File: src/rtl/csv_pkg.sv
package csv_pkg;

  localparam int OFFSET_WIDTH = 32;
  localparam int ERR_WIDTH    = 32;

  localparam logic [7:0] CH_NUL   = 8'h00;
  localparam logic [7:0] CH_LF    = 8'h0A;
  localparam logic [7:0] CH_CR    = 8'h0D;
  localparam logic [7:0] CH_SPACE = 8'h20;
  localparam logic [7:0] CH_QUOTE = 8'h22;
  localparam logic [7:0] CH_COMMA = 8'h2C;
  localparam logic [7:0] CH_TILDE = 8'h7E;

  typedef enum logic [2:0] {
    ST_FIELD  = 3'd0,
    ST_PLAIN  = 3'd1,
    ST_QUOTED = 3'd2,
    ST_QMARK  = 3'd3,
    ST_CR     = 3'd4,
    ST_ERROR  = 3'd5
  } parse_state_t;

  typedef struct packed {
    logic is_nul;
    logic is_lf;
    logic is_cr;
    logic is_quote;
    logic is_comma;
    logic is_plain;
  } byte_class_t;

  typedef struct packed {
    logic                 invalid;
    logic                 doc_end;
    logic [ERR_WIDTH-1:0] error_offset;
  } verdict_t;

endpackage

File: src/rtl/csv_byte_class.sv
module csv_byte_class (
  input  logic [7:0]                data_byte,
  output csv_pkg::byte_class_t      cls
);

  always_comb begin
    cls.is_nul   = (data_byte == csv_pkg::CH_NUL);
    cls.is_lf    = (data_byte == csv_pkg::CH_LF);
    cls.is_cr    = (data_byte == csv_pkg::CH_CR);
    cls.is_quote = (data_byte == csv_pkg::CH_QUOTE);
    cls.is_comma = (data_byte == csv_pkg::CH_COMMA);
    cls.is_plain = (data_byte >= csv_pkg::CH_SPACE) && (data_byte <= csv_pkg::CH_TILDE) &&
                   (data_byte != csv_pkg::CH_QUOTE) && (data_byte != csv_pkg::CH_COMMA);
  end

endmodule

File: src/rtl/csv_parser.sv
module csv_parser (
  input  logic                  clk,
  input  logic                  rst,
  input  logic                  step,
  input  csv_pkg::byte_class_t  cls,
  output csv_pkg::verdict_t     verdict
);

  localparam logic [csv_pkg::OFFSET_WIDTH-1:0] OFFSET_MAX = '1;

  csv_pkg::parse_state_t state, state_next;
  logic [csv_pkg::OFFSET_WIDTH-1:0] byte_offset, byte_offset_next;
  logic [csv_pkg::OFFSET_WIDTH-1:0] first_error, first_error_next;
  logic [csv_pkg::OFFSET_WIDTH-1:0] err_sel;
  logic bad;

  always_comb begin
    state_next = csv_pkg::ST_ERROR;
    unique case (state)
      csv_pkg::ST_FIELD: begin
        if (cls.is_quote)      state_next = csv_pkg::ST_QUOTED;
        else if (cls.is_comma) state_next = csv_pkg::ST_FIELD;
        else if (cls.is_cr)    state_next = csv_pkg::ST_CR;
        else if (cls.is_nul)   state_next = csv_pkg::ST_FIELD;
        else if (cls.is_plain) state_next = csv_pkg::ST_PLAIN;
      end
      csv_pkg::ST_PLAIN: begin
        if (cls.is_comma || cls.is_nul) state_next = csv_pkg::ST_FIELD;
        else if (cls.is_cr)             state_next = csv_pkg::ST_CR;
        else if (cls.is_plain)          state_next = csv_pkg::ST_PLAIN;
      end
      csv_pkg::ST_QUOTED: begin
        if (cls.is_quote) state_next = csv_pkg::ST_QMARK;
        else if (cls.is_plain || cls.is_comma || cls.is_cr || cls.is_lf)
          state_next = csv_pkg::ST_QUOTED;
      end
      csv_pkg::ST_QMARK: begin
        if (cls.is_quote)               state_next = csv_pkg::ST_QUOTED;
        else if (cls.is_comma || cls.is_nul) state_next = csv_pkg::ST_FIELD;
        else if (cls.is_cr)             state_next = csv_pkg::ST_CR;
      end
      csv_pkg::ST_CR: begin
        if (cls.is_lf) state_next = csv_pkg::ST_FIELD;
      end
      default: state_next = csv_pkg::ST_ERROR;
    endcase
  end

  always_comb begin
    bad = (state_next == csv_pkg::ST_ERROR);
    // latch on the first transition into error
    if (state != csv_pkg::ST_ERROR && bad) err_sel = byte_offset;
    else                                   err_sel = first_error;

    verdict.invalid = bad;
    verdict.doc_end = cls.is_nul;
    if (csv_pkg::OFFSET_WIDTH >= csv_pkg::ERR_WIDTH)
      verdict.error_offset = bad ? err_sel[csv_pkg::ERR_WIDTH-1:0] : '0;
    else
      verdict.error_offset = bad ? csv_pkg::ERR_WIDTH'(err_sel) : '0;

    if (cls.is_nul) begin
      byte_offset_next = '0;
      first_error_next = '0;
    end else begin
      byte_offset_next = (byte_offset != OFFSET_MAX) ? byte_offset + 1'b1 : byte_offset;
      first_error_next = err_sel;
    end
  end

  always_ff @(posedge clk) begin
    if (rst) begin
      state       <= csv_pkg::ST_FIELD;
      byte_offset <= '0;
      first_error <= '0;
    end else if (step) begin
      state       <= cls.is_nul ? csv_pkg::ST_FIELD : state_next;
      byte_offset <= byte_offset_next;
      first_error <= first_error_next;
    end
  end

endmodule

File: src/rtl/csv_stream_validator.sv
// channel   dir  tdata fields (low bit up)              tlast
// s_axis    in   data_byte[7:0]                         -
// m_axis    out  invalid, error_offset[31:0], 7'b0 pad  doc_end
//
// One byte per cycle while m_axis is not stalled; each word passes an input
// register and the parser, then lands in the output register.
// The parse state feeds back through csv_parser into the state register.
// Reset (rst, synchronous) clears parser state, offsets and both valids.
// A stalled m_axis holds the result; one more byte waits in the input register.
module csv_stream_validator (
  input  logic        clk,
  input  logic        rst,
  input  logic        s_axis_tvalid,
  output logic        s_axis_tready,
  input  logic [7:0]  s_axis_tdata,   // [7:0] data_byte
  output logic        m_axis_tvalid,
  input  logic        m_axis_tready,
  output logic [39:0] m_axis_tdata,   // [0] invalid, [32:1] error_offset, [39:33] zero
  output logic        m_axis_tlast    // doc_end
);

  logic                 in_valid;
  logic [7:0]           in_byte;
  logic                 advance;
  csv_pkg::byte_class_t cls;
  csv_pkg::verdict_t    verdict;
  csv_pkg::verdict_t    out_reg;

  assign advance       = !m_axis_tvalid || m_axis_tready;
  assign s_axis_tready = !in_valid || advance;

  always_ff @(posedge clk) begin
    if (rst) begin
      in_valid <= 1'b0;
    end else if (s_axis_tready) begin
      in_valid <= s_axis_tvalid;
    end
  end

  always_ff @(posedge clk) begin
    if (s_axis_tready && s_axis_tvalid) begin
      in_byte <= s_axis_tdata;
    end
  end

  csv_byte_class u_class (
    .data_byte (in_byte),
    .cls       (cls)
  );

  csv_parser u_parser (
    .clk     (clk),
    .rst     (rst),
    .step    (in_valid && advance),
    .cls     (cls),
    .verdict (verdict)
  );

  always_ff @(posedge clk) begin
    if (rst) begin
      m_axis_tvalid <= 1'b0;
    end else if (advance) begin
      m_axis_tvalid <= in_valid;
    end
  end

  always_ff @(posedge clk) begin
    if (advance && in_valid) begin
      out_reg <= verdict;
    end
  end

  assign m_axis_tdata = {7'd0, out_reg.error_offset, out_reg.invalid};
  assign m_axis_tlast = out_reg.doc_end;

endmodule

File: config.mk
export PLATFORM = sky130hd
export DESIGN_NAME = csv_stream_validator
export DESIGN_NICKNAME = d
export VERILOG_FILES = /design/src/rtl/csv_pkg.sv /design/src/rtl/csv_byte_class.sv /design/src/rtl/csv_parser.sv /design/src/rtl/csv_stream_validator.sv
export SDC_FILE = /design/constraint.sdc
export NUM_CORES = 1
export LEC_CHECK = 0
export ABC_AREA = 1
export BUFFER_PORTS_ARGS = -buffer_cell sky130_fd_sc_hd__buf_4
export CORE_MARGIN = 2
export CORE_UTILIZATION = 40
export CTS_BUF_LIST = sky130_fd_sc_hd__clkbuf_8
export DETAILED_ROUTE_END_ITERATION = 6
export GPL_TIMING_DRIVEN = 0
export PLACE_DENSITY = 0.59
export SKIP_LAST_GASP = 1
export SLEW_MARGIN = 20
export SYNTH_ARGS = -nofsm -noshare
export SYNTH_HDL_FRONTEND = slang
export SYNTH_HIERARCHICAL = 1
export SYNTH_SLANG_ARGS = --single-unit
File: constraint.sdc
create_clock -name clk -period 7.8 [get_ports clk]
set_input_delay 0.39 -clock clk [delete_from_list [all_inputs] [get_ports clk]]
set_output_delay 0.39 -clock clk [all_outputs]
set_load 0.03 [all_outputs]
==> results by group <==
STA
  • Final Skew: 8.98 ps
  • Slew HR: 0.515
  • Final setup viols: 0
  • Minimum clock period: 2940 ps
  • Fin crit share: 0.376
  • TNS Setup: 0 ps
  • RSZ-0062 raised after global routing: false
  • Worst-margin pin slew: a little over 700 ps
  • Endpoints failing hold: 0
  • Hold slack: between 150 and 200 ps
  • Peak Freq: 341 MHz
  • Max-slew violation count: 0
  • Worst setup margin: around 5000 ps

Critical path
  • Max incr delay on CP: 420 ps
  • Buf+Inv Stages, Crit Path: 5
  • Worst-path maximum fanout: 10
  • Req. time, crit path: a little under 8000 ps
  • Cell mode on critical path: nor2_1
  • Worst path slowest cell: edfxtp_1
  • Cell Chain, Critical Path: nor2_1 -> nand3_1 -> nor3_1 -> buf_2 -> inv_1 -> nor2_1 -> nor2_1 -> nand2_1 -> nand3_2 -> nand2_1 -> buf_2 -> inv_1 -> buf_4
  • Top delay family on crit path: simple AND/OR/NAND/NOR gates
  • CP arrival: slightly above 3000 ps
  • Worst setup EP type: flop
  • CP startpoint kind: flop
  • Crit path kind: reg2reg

Yosys
  • Avg Inst Size Synth: around 7 µm²
  • Number of distinct library cells after synthesis: 29
  • Synth top area share: 0.235
  • Mapped Area: between 5000 and 6000 µm²
  • Primary FF master, synth: dfxtp_1
  • Sequential share of the synthesized area: 0.450
  • Syn Inst Count: just over 800
  • Yosys top cell by area: dfxtp_1
  • Flops & latches, synth: roughly 110
  • Post-synth EDFFs: 42
  • Ranking of synthesized cells by area: dfxtp_1, edfxtp_1, nand2_1
  • Ys async rst share: 0
  • Warning count from the yosys run: 6

Power and ir drop
  • Maximum vdd drop: approximately 80 µV
  • Psw: just over 0.4 mW
  • Cell area power density: roughly 190 nW/µm²
  • Internal: a little under 0.9 mW
  • Clk pwr share: 0.280
  • Combinational power share: 0.222
  • Leakage power: 2.75 nW
  • Switching share of total power: 0.317
  • Seq pwr share: 0.498

Die
  • CORE AREA: approximately 14,000 µm²
  • Die ar.: roughly 16,000 µm²
  • Row cnt: 44
  • IO Count: 55
  • Chip Height: about 130 µm
  • Initial cell density of the core: 0.407
  • DIE WIDTH: 125 µm

Placement
  • DP HPWL: 10,900 µm
  • Area post-placement: 6520 µm²
  • Routability cong.: 0.912
  • Port Buf Inserts: between 40 and 50
  • Worst slack, placed: 4730 ps
  • Placed insts: 1,069

Route
  • Via Count: 5,256
  • Residual DRC: 0
  • Routed WL: roughly 15,000 µm
  • TritonRoute pass-1 iters: 7
  • Post-route ant nets: 0
  • Via density: approximately 4.8
  • Initial drt markers: 422
  • Wire length per cell: around 13 µm

Global route
  • Met2 Usage GRT: 0.292
  • GRT busiest layer: met2
  • Vias in the first global route: approximately 4.6k
  • GRT Total Usage: 0.188
  • Gr ovfl total: 0
  • Pin count of the biggest net entering global routing: 22
  • Antenna violations before repair: 0
  • Global-route wire length before repair: approximately 24,000 µm
  • Met3 Resource Use GR: 0.0252
  • Grt met1 use: 0.262

Clocking
  • CTS Buf Count: 9
  • Post-CTS Setup Repair Bufs: 0
  • CTS Sinks: about 110
  • CTS root buffer: clkbuf_8
  • CTS tree: done
  • Clock buffer depth: 2
  • Cts hold-fix bufs: 0
  • H-Tree Depth: 3
  • Clk slew on worst S/H paths: 100 ps
  • Clock Latency Late Sink: between 300 and 400 ps
  • Post-CTS sizing: 0

Status
  • Outcome: completed

Worst hold path
  • Worst hold path class: in2reg

Final layout
  • Non-filler cells, final: roughly 1.1k
  • # diodes: 0
  • Syn-to-layout area delta: 14.5%
  • Cell area after layout: roughly 6700 µm²
  • Layout Nets: between 900 and 1k
  • Fillcell total: about 1.5k
  • Share of layout cells above drive strength 1: 0.123

Job
  • Max-cap violations: 0
==> metal layers <==
layer  vias up  part of all wire
met3        24             0.042
met4         0             0.027
met2       131              0.45
met5         -                 0
met1      2319              0.48
li1       2782                 -
==> placed cells by master, fill, tap and decap left out, types with 3 or more instances in the layout <==
| cell type | count |
|---|---|
| clkbuf_8 | 10 |
| buf_2 | 12 |
| dfxtp_1 | 69 |
| nand4_1 | 42 |
| clkbuf_1 | 16 |
| o21ai_0 | 8 |
| inv_1 | 106 |
| conb_1 | 7 |
| nand3_1 | 72 |
| edfxtp_1 | 42 |
| xor2_1 | 8 |
| buf_6 | 6 |
| nor3_1 | 14 |
| nand3_2 | 3 |
| a21oi_1 | 56 |
| nor2_1 | 129 |
| buf_4 | 57 |
| nand2_2 | 4 |
| inv_2 | 4 |
| nand2_1 | 217 |
==> cells by family after synthesis <==
group,after synthesis,synth area share
AND/OR/NAND/NOR,487,0.359
buffers and inverters,154,0.115
flip-flops,111,0.450
AO/OA/AOI/OAI,69,0.0607
XOR/XNOR,8,0.0119
adder cells (fa/ha/maj),1,0.00213
other,1,0.000639
==> metrics by stage <==
| step | total power [mW] | utilization |
|---|---|---|
| after floorplan | 0.874 | - |
| after global placement | 0.952 | 0.449 |
| after detailed placement | 0.956 | 0.452 |
| after CTS | 1.32 | 0.466 |
| after global routing | 1.38 | 0.466 |
| final | 1.31 | 0.466 |
==> power groups by stage <==
stage / clock, mW / combinational [mW] / sequential (mW)
finish: 0.366 / 0.290 / 0.651
global route: 0.400 / 0.326 / 0.654
CTS: 0.377 / 0.292 / 0.651
detailed placement: 0 / 0.292 / 0.664
global placement: 0 / 0.288 / 0.665
floorplan: 0 / 0.182 / 0.692
==> cells in the mapped netlist (10+ instances only) <==
cell / number
nand4_1: 42
nor3_1: 14
inv_1: 106
nor2_1: 129
nand2_1: 217
buf_2: 12
nand3_1: 72
clkbuf_1: 16
buf_4: 10
dfxtp_1: 69
a21oi_1: 57
edfxtp_1: 42
==> cell type report <==
class                      instances  area, µm²  share of cell area
inverter                         110        413              0.0614
multi-input combinational        572       2590               0.385
buffer                            44        263              0.0391
clock inverter                     6       67.6              0.0101
timing repair buffer              48        380              0.0566
clock buffer                      10        138              0.0205
tap                              184        230              0.0343
sequential                       111       2640               0.393
==> path summary, 6_finish.rpt <==
kind / from / cells past startpoint / to / slack (ps)
worst max-delay path: in_byte[5]$_DFFE_PP_ / 13 / m_axis_tdata[0]$_DFFE_PP_ / 4860
worst min-delay path: rst / 2 / in_valid$_SDFFE_PP0P_ / 170
worst max register to register: in_byte[5]$_DFFE_PP_ / 13 / m_axis_tdata[0]$_DFFE_PP_ / 4860
worst min register to register: u_parser/first_error[19]$_SDFFE_PP0P_ / 2 / u_parser/first_error[19]$_SDFFE_PP0P_ / 470
==> registers in the layout, summed over array words and instances (netlist names) <==
name                  flops
m_axis_tdata             33
u_parser/byte_offset     32
u_parser/first_error     32
in_byte                   8
u_parser/state            3
in_valid                  1
m_axis_tlast              1
m_axis_tvalid             1
Power figures use the tool's default switching activity.
